**config.mk**
```make
export PLATFORM = sky130hd
export DESIGN_NAME = rpfl_addr_check
export DESIGN_NICKNAME = d
export VERILOG_FILES = /design/src/rtl/rpfl_pkg.sv /design/src/rtl/rpfl_addr_check.sv
export SDC_FILE = /design/constraint.sdc
export NUM_CORES = 1
export LEC_CHECK = 0
export BUFFER_PORTS_ARGS = -buffer_cell sky130_fd_sc_hd__buf_2
export CORE_MARGIN = 8
export CORE_UTILIZATION = 49
export DETAILED_ROUTE_END_ITERATION = 10
export PLACE_DENSITY = 0.85
export SLEW_MARGIN = 30
export SYNTH_ARGS = -nofsm -noshare
export SYNTH_HDL_FRONTEND = slang
export SYNTH_SLANG_ARGS = --single-unit
```
**constraint.sdc**
```tcl
create_clock -name vclk -period 3.8
set_clock_uncertainty 0.05 [all_clocks]
set_input_delay 0.76 -clock vclk [all_inputs]
set_output_delay 0.76 -clock vclk [all_outputs]
set_load 0.02 [all_outputs]
```
**src/rtl/rpfl_pkg.sv**
```systemverilog
package rpfl_pkg;

    // pool geometry defaults
    localparam int MAX_PAGES_DEF  = 32768;
    localparam int PAGE_BYTES_DEF = 4096;

    // field widths
    localparam int ADDR_W    = 32;
    localparam int COUNT_W   = 8;
    localparam int CFG_IDX_W = 1;
    localparam int CFG_W     = 32;

    // configuration register indexes and reset values
    localparam logic [CFG_IDX_W-1:0] CFG_REGION_START = 1'd0;
    localparam logic [CFG_IDX_W-1:0] CFG_REGION_LIMIT = 1'd1;
    localparam logic [CFG_W-1:0]     REGION_START_RST = 32'h8000_0000;
    localparam logic [CFG_W-1:0]     REGION_LIMIT_RST = 32'h8800_0000;

    // request operation codes
    localparam logic OP_ALLOC = 1'b0;
    localparam logic OP_FREE  = 1'b1;

    typedef enum logic [2:0] {
        ST_ALLOC      = 3'd0,
        ST_OOM        = 3'd1,
        ST_RETURNED   = 3'd2,
        ST_REFERENCED = 3'd3,
        ST_BAD        = 3'd4
    } status_t;

    typedef enum logic [1:0] {
        FSM_CLEAR,
        FSM_IDLE,
        FSM_EXEC,
        FSM_HOLD
    } fsm_t;

endpackage

```
**src/rtl/rpfl_addr_check.sv**
```systemverilog
module rpfl_addr_check #(
    parameter int MAX_PAGES  = rpfl_pkg::MAX_PAGES_DEF,
    parameter int PAGE_BYTES = rpfl_pkg::PAGE_BYTES_DEF
) (
    input  logic [rpfl_pkg::ADDR_W-1:0]  page_address,
    input  logic [rpfl_pkg::CFG_W-1:0]   region_start,
    input  logic [rpfl_pkg::CFG_W-1:0]   region_limit,
    output logic                         bad,
    output logic [$clog2(MAX_PAGES)-1:0] idx
);

    localparam int IDX_W    = $clog2(MAX_PAGES);
    localparam int PB_SHIFT = $clog2(PAGE_BYTES);
    localparam int PNUM_W   = rpfl_pkg::ADDR_W - PB_SHIFT;

    logic [rpfl_pkg::ADDR_W-1:0] offset;
    logic [PNUM_W-1:0]           page_num;
    logic                        misaligned;
    logic                        out_of_range;

    // offset into the pool and page number
    assign offset   = page_address - region_start;
    assign page_num = offset[rpfl_pkg::ADDR_W-1:PB_SHIFT];
    assign idx      = IDX_W'(page_num);

    // alignment, window and pool size checks
    assign misaligned   = page_address[PB_SHIFT-1:0] != '0;
    assign out_of_range = (page_address < region_start) || (page_address >= region_limit);
    assign bad = misaligned || out_of_range
              || (32'(page_num) >= 32'(MAX_PAGES));

endmodule

```
# Word level (Yosys, flattened, before mapping)
# Cells that the tools add are included.
# word_totals
ff_bits	0
out_inout_bits	16
# op_classes
n_addsub	1
n_lt_le_gt_ge	3
reduce_logical	4
# ops
operator	n
$ge 32x32->1	1
$lt 32x32->1	1
$sub 32x32->32	1
$ge 20x16->1 const B	1
$reduce_bool 12->1	1
$logic_or 1x1->1	3

# Depth between registers and ports, before layout
# logic_depth
word_depth	4
ltp_mapped	10

# Worst setup path before layout
# OpenSTA, ideal clock, no wires.
# synth_path
kind	in2out
startpoint	input region_start[3] (netlist bit)
endpoint	output idx[11]
arrival_ns	2.866
t_required_ns	2.990
path_slack_ns	0.124
cell_stages	10
path_cell_list	inv_1 > ha_1 > a21o_1 > a211o_1 > o211a_1 > or3_4 > a21o_1 > nand2_2 > nand2_1 > xor2_1
# synth_between
elab_chain_cells	1
# synth_rtl
item	line	text
start: declaration	rpfl_addr_check.sv:6	input logic [rpfl_pkg::CFG_W-1:0] region_start,
$sub 32x32->32	rpfl_addr_check.sv:22	assign offset = page_address - region_start;
end: declaration	rpfl_addr_check.sv:9	output logic [$clog2(MAX_PAGES)-1:0] idx
# Every way passes these cells.

# Final worst setup path
# layout_path
startpoint	input page_address[3] (netlist bit)
endpoint	output idx[13]
# layout_between
elab_chain_cells	1
# layout_rtl
item	line	text
start: declaration	rpfl_addr_check.sv:5	input logic [rpfl_pkg::ADDR_W-1:0] page_address,
$sub 32x32->32	rpfl_addr_check.sv:22	
# Every way passes these cells.

==> reports/qor.yml <==
critical_path:
  critical_path_required_ps: 2990
  crit_path_end_kind: "output pin"
  cp_common_cell: "a21o_1"
  worstSetupStartpointType: "input pin"
  crit_family: "compound AO/OA/AOI/OAI gates"
  crit_chain: "buf_4 -> ha_4 -> a21o_1 -> a211o_1 -> o211a_1 -> or3_4 -> a21o_1 -> nand2_2 -> a21oi_2 -> o22a_1 -> buf_6"
  cp.arrival_ps: 2970
  crit_fanout: 2
  critPathBufInv: 2
  slowest_delay_ps: 390
  critPathSlowestCell: "or3_4"
  setup.worst_path.class: "in2out"
floorplan:
  start_util_pct: 51.5
  die_h_um: 83.9
  dieArea_mm2: 0.00703
  rows: 24
  core_mm2: 0.00438
  dieWidth_um: 83.9
  num_io_pins: 112
synth:
  synthCells: 329
  yosysWarnings: 0
  synth_seq_area_share_pct: 0
  syn_area_per_cell_um2: 6.86
  syn-cell-area_mm2: 0.00226
  syn_nets: 488
  synth_top_area_share_pct: 34.9
  yosysTopAreaCell: "ha_1"
  yosys-top-cells-area: "ha_1 (35%), inv_1 (12%), a21oi_1 (6.2%)"
  synth.distinct_cells: 46
power:
  pwr-share-seq_pct: 0
  switching_share_pct: 53.9
  p_int_mw: 0.248
  pwr-share-comb_pct: 100.0
  p_sw_mw: 0.290
  powerDensity_mw_per_mm2: 159
  leakage_nw: 1.97
  vdd.ir_drop.worst_v: 0.000118
  clkPwrFrac_pct: 0
routing:
  viasPerCell: 5.58
  wl_per_cell_um: 15.2
  vias: 2935
  drt-initial-drc-count: 140
  drc_errors: 0
  ant_nets: 0
  drtPass1Iterations: 4
  wl_mm: 7.99
grt:
  grt_pass1_wl_mm: 11.7
  antenna_found_initial: 0
  grt_max_degree: 7
  grtUsageTotal_pct: 18.5
  gr-total-overflow: 0
  grt_pass1_vias: 2892
status:
  outcome: "finished clean"
finish:
  antenna_cells: 0
  area.growth.synth_to_final_pct: 50.0
  seq_cells: 0
  fin_area_mm2: 0.00339
  drive_above_1_share_pct: 39.9
  ff_latch_area_um2: 0
  clock_buffers: 0
  fill_cells: 320
  multiInputGateArea_mm2: 0.00223
  layout.nets: 635
placed_design:
  gp_congestion: 0.831
  dpl_worst_slack_ps: -42.0
  dpl_cell_area_mm2: 0.00310
  detailed_place_hpwl_mm: 6.36
  port_buffers: 112
sta:
  period_needed_ps: 3780
  worst_pin_slew_ps: 353
  timing.hold.ws_ps: 2020
  hold_viol: 0
  worst_slack_ps: 19.2
  period_share_pct: 99.5
  slew_headroom_pct: 76.3
  setup-violations-final: 0
  rsz0062_at_grt: "true"
  tns_ps: 0
  fmax_mhz: 264
  slew_violations: 0
flow_run:
  max_cap_viol_count: 0
min_path:
  min_path_type: "in2out"
area by class of cell:
type,count,area share [%]
Multi-Input combinational cell,258,65.8
Tap cell,52,1.92
Timing Repair Buffer,145,24.4
Inverter,71,7.87
final timing paths:
| check | start | end | slack (ps) | depth (start not counted) |
|---|---|---|---|---|
| max | page_address[3] | idx[13] | 20 | 11 |
| min | page_address[16] | idx[4] | 2020 | 4 |
tightest hold or removal path, cell delays in order:
cell and delay [ps]:
buf_2 100, ha_2 220, xnor2_1 80, buf_2 150
what timing repair did:
action / 4_1_cts / 5_1_grt
pin swaps: 3 / 18
gates resized for setup: 3 / 53
endpoints found under the setup margin: 4 / 10
setup buffers: 0 / 4
hold buffers: 0 / 0
Yosys cell counts, types with 3 or more instances:
cell and count:
ha_1 63, a2111oi_0 3, nor3_1 9, o211ai_1 5
xor2_1 10, inv_1 71, nor4_1 6, o21ai_0 19
nor2_1 14, a21o_1 16, a21oi_1 28, xnor2_1 5
o21bai_1 4, nand3_1 6, a211oi_1 6, nand2_1 21
nand4_1 6, a31oi_1 4
power groups by stage:
stage               Combinational, mW  Clock, mW  Sequential, mW
floorplan                       0.284          0               0
global placement                0.458          0               0
detailed placement              0.471          0               0
CTS                             0.478          0               0
global route                    0.590          0               0
finish                          0.538          0               0
cells by family (layout without fill, tap and decap cells):
| family | after synthesis | in the layout | synth area share [%] |
|---|---|---|---|
| xor gates and xnor gates | 15 | 15 | 5.82 |
| buffers and inverters | 71 | 216 | 11.8 |
| muxes | 1 | 1 | 0.443 |
| AOI/OAI and AO/OA | 98 | 98 | 28.2 |
| adders and majority gates | 63 | 63 | 34.9 |
| and+or+nand+nor | 81 | 81 | 18.8 |
metrics by stage:
stage	util (%)	power [mW]	cells
after floorplan	-	0.284	329
after global placement	70.7	0.458	522
after detailed placement	70.7	0.471	522
after CTS	71.1	0.478	522
after global routing	77.2	0.590	526
final	77.2	0.538	526
cell usage in the layout (no fill, tap or decap), types with 2 or more instances in the layout:
cell type  instances
buf_2            108
inv_1             70
ha_1              56
buf_4             35
a21oi_1           21
nand2_1           20
a21o_1            16
nor2_1            13
o21ai_0           13
xor2_1            10
nor3_1             7
a21oi_2            6
nand4_1            6
nand3_1            6
o211ai_1           5
xnor2_1            5
ha_4               5
o21ai_1            4
a211oi_1           4
a31oi_1            3
o21ai_2            3
nor4_1             3
o21bai_1           3
a211o_1            2
nor3b_2            2
or3_1              2
nand2_2            2
a21oi_4            2
nor4_2             2
nand2b_1           2
and3_1             2
a211oi_2           2
ha_2               2
buf_6              2
layer usage:
metal,up-vias,global-route usage [%],wire (um)
li1,1469,-,-
met1,1319,20.1,3050
met2,117,36.4,4180
met3,30,3.22,496
met4,0,2.67,265
met5,-,0,0
(Power assumes the default switching activity.)
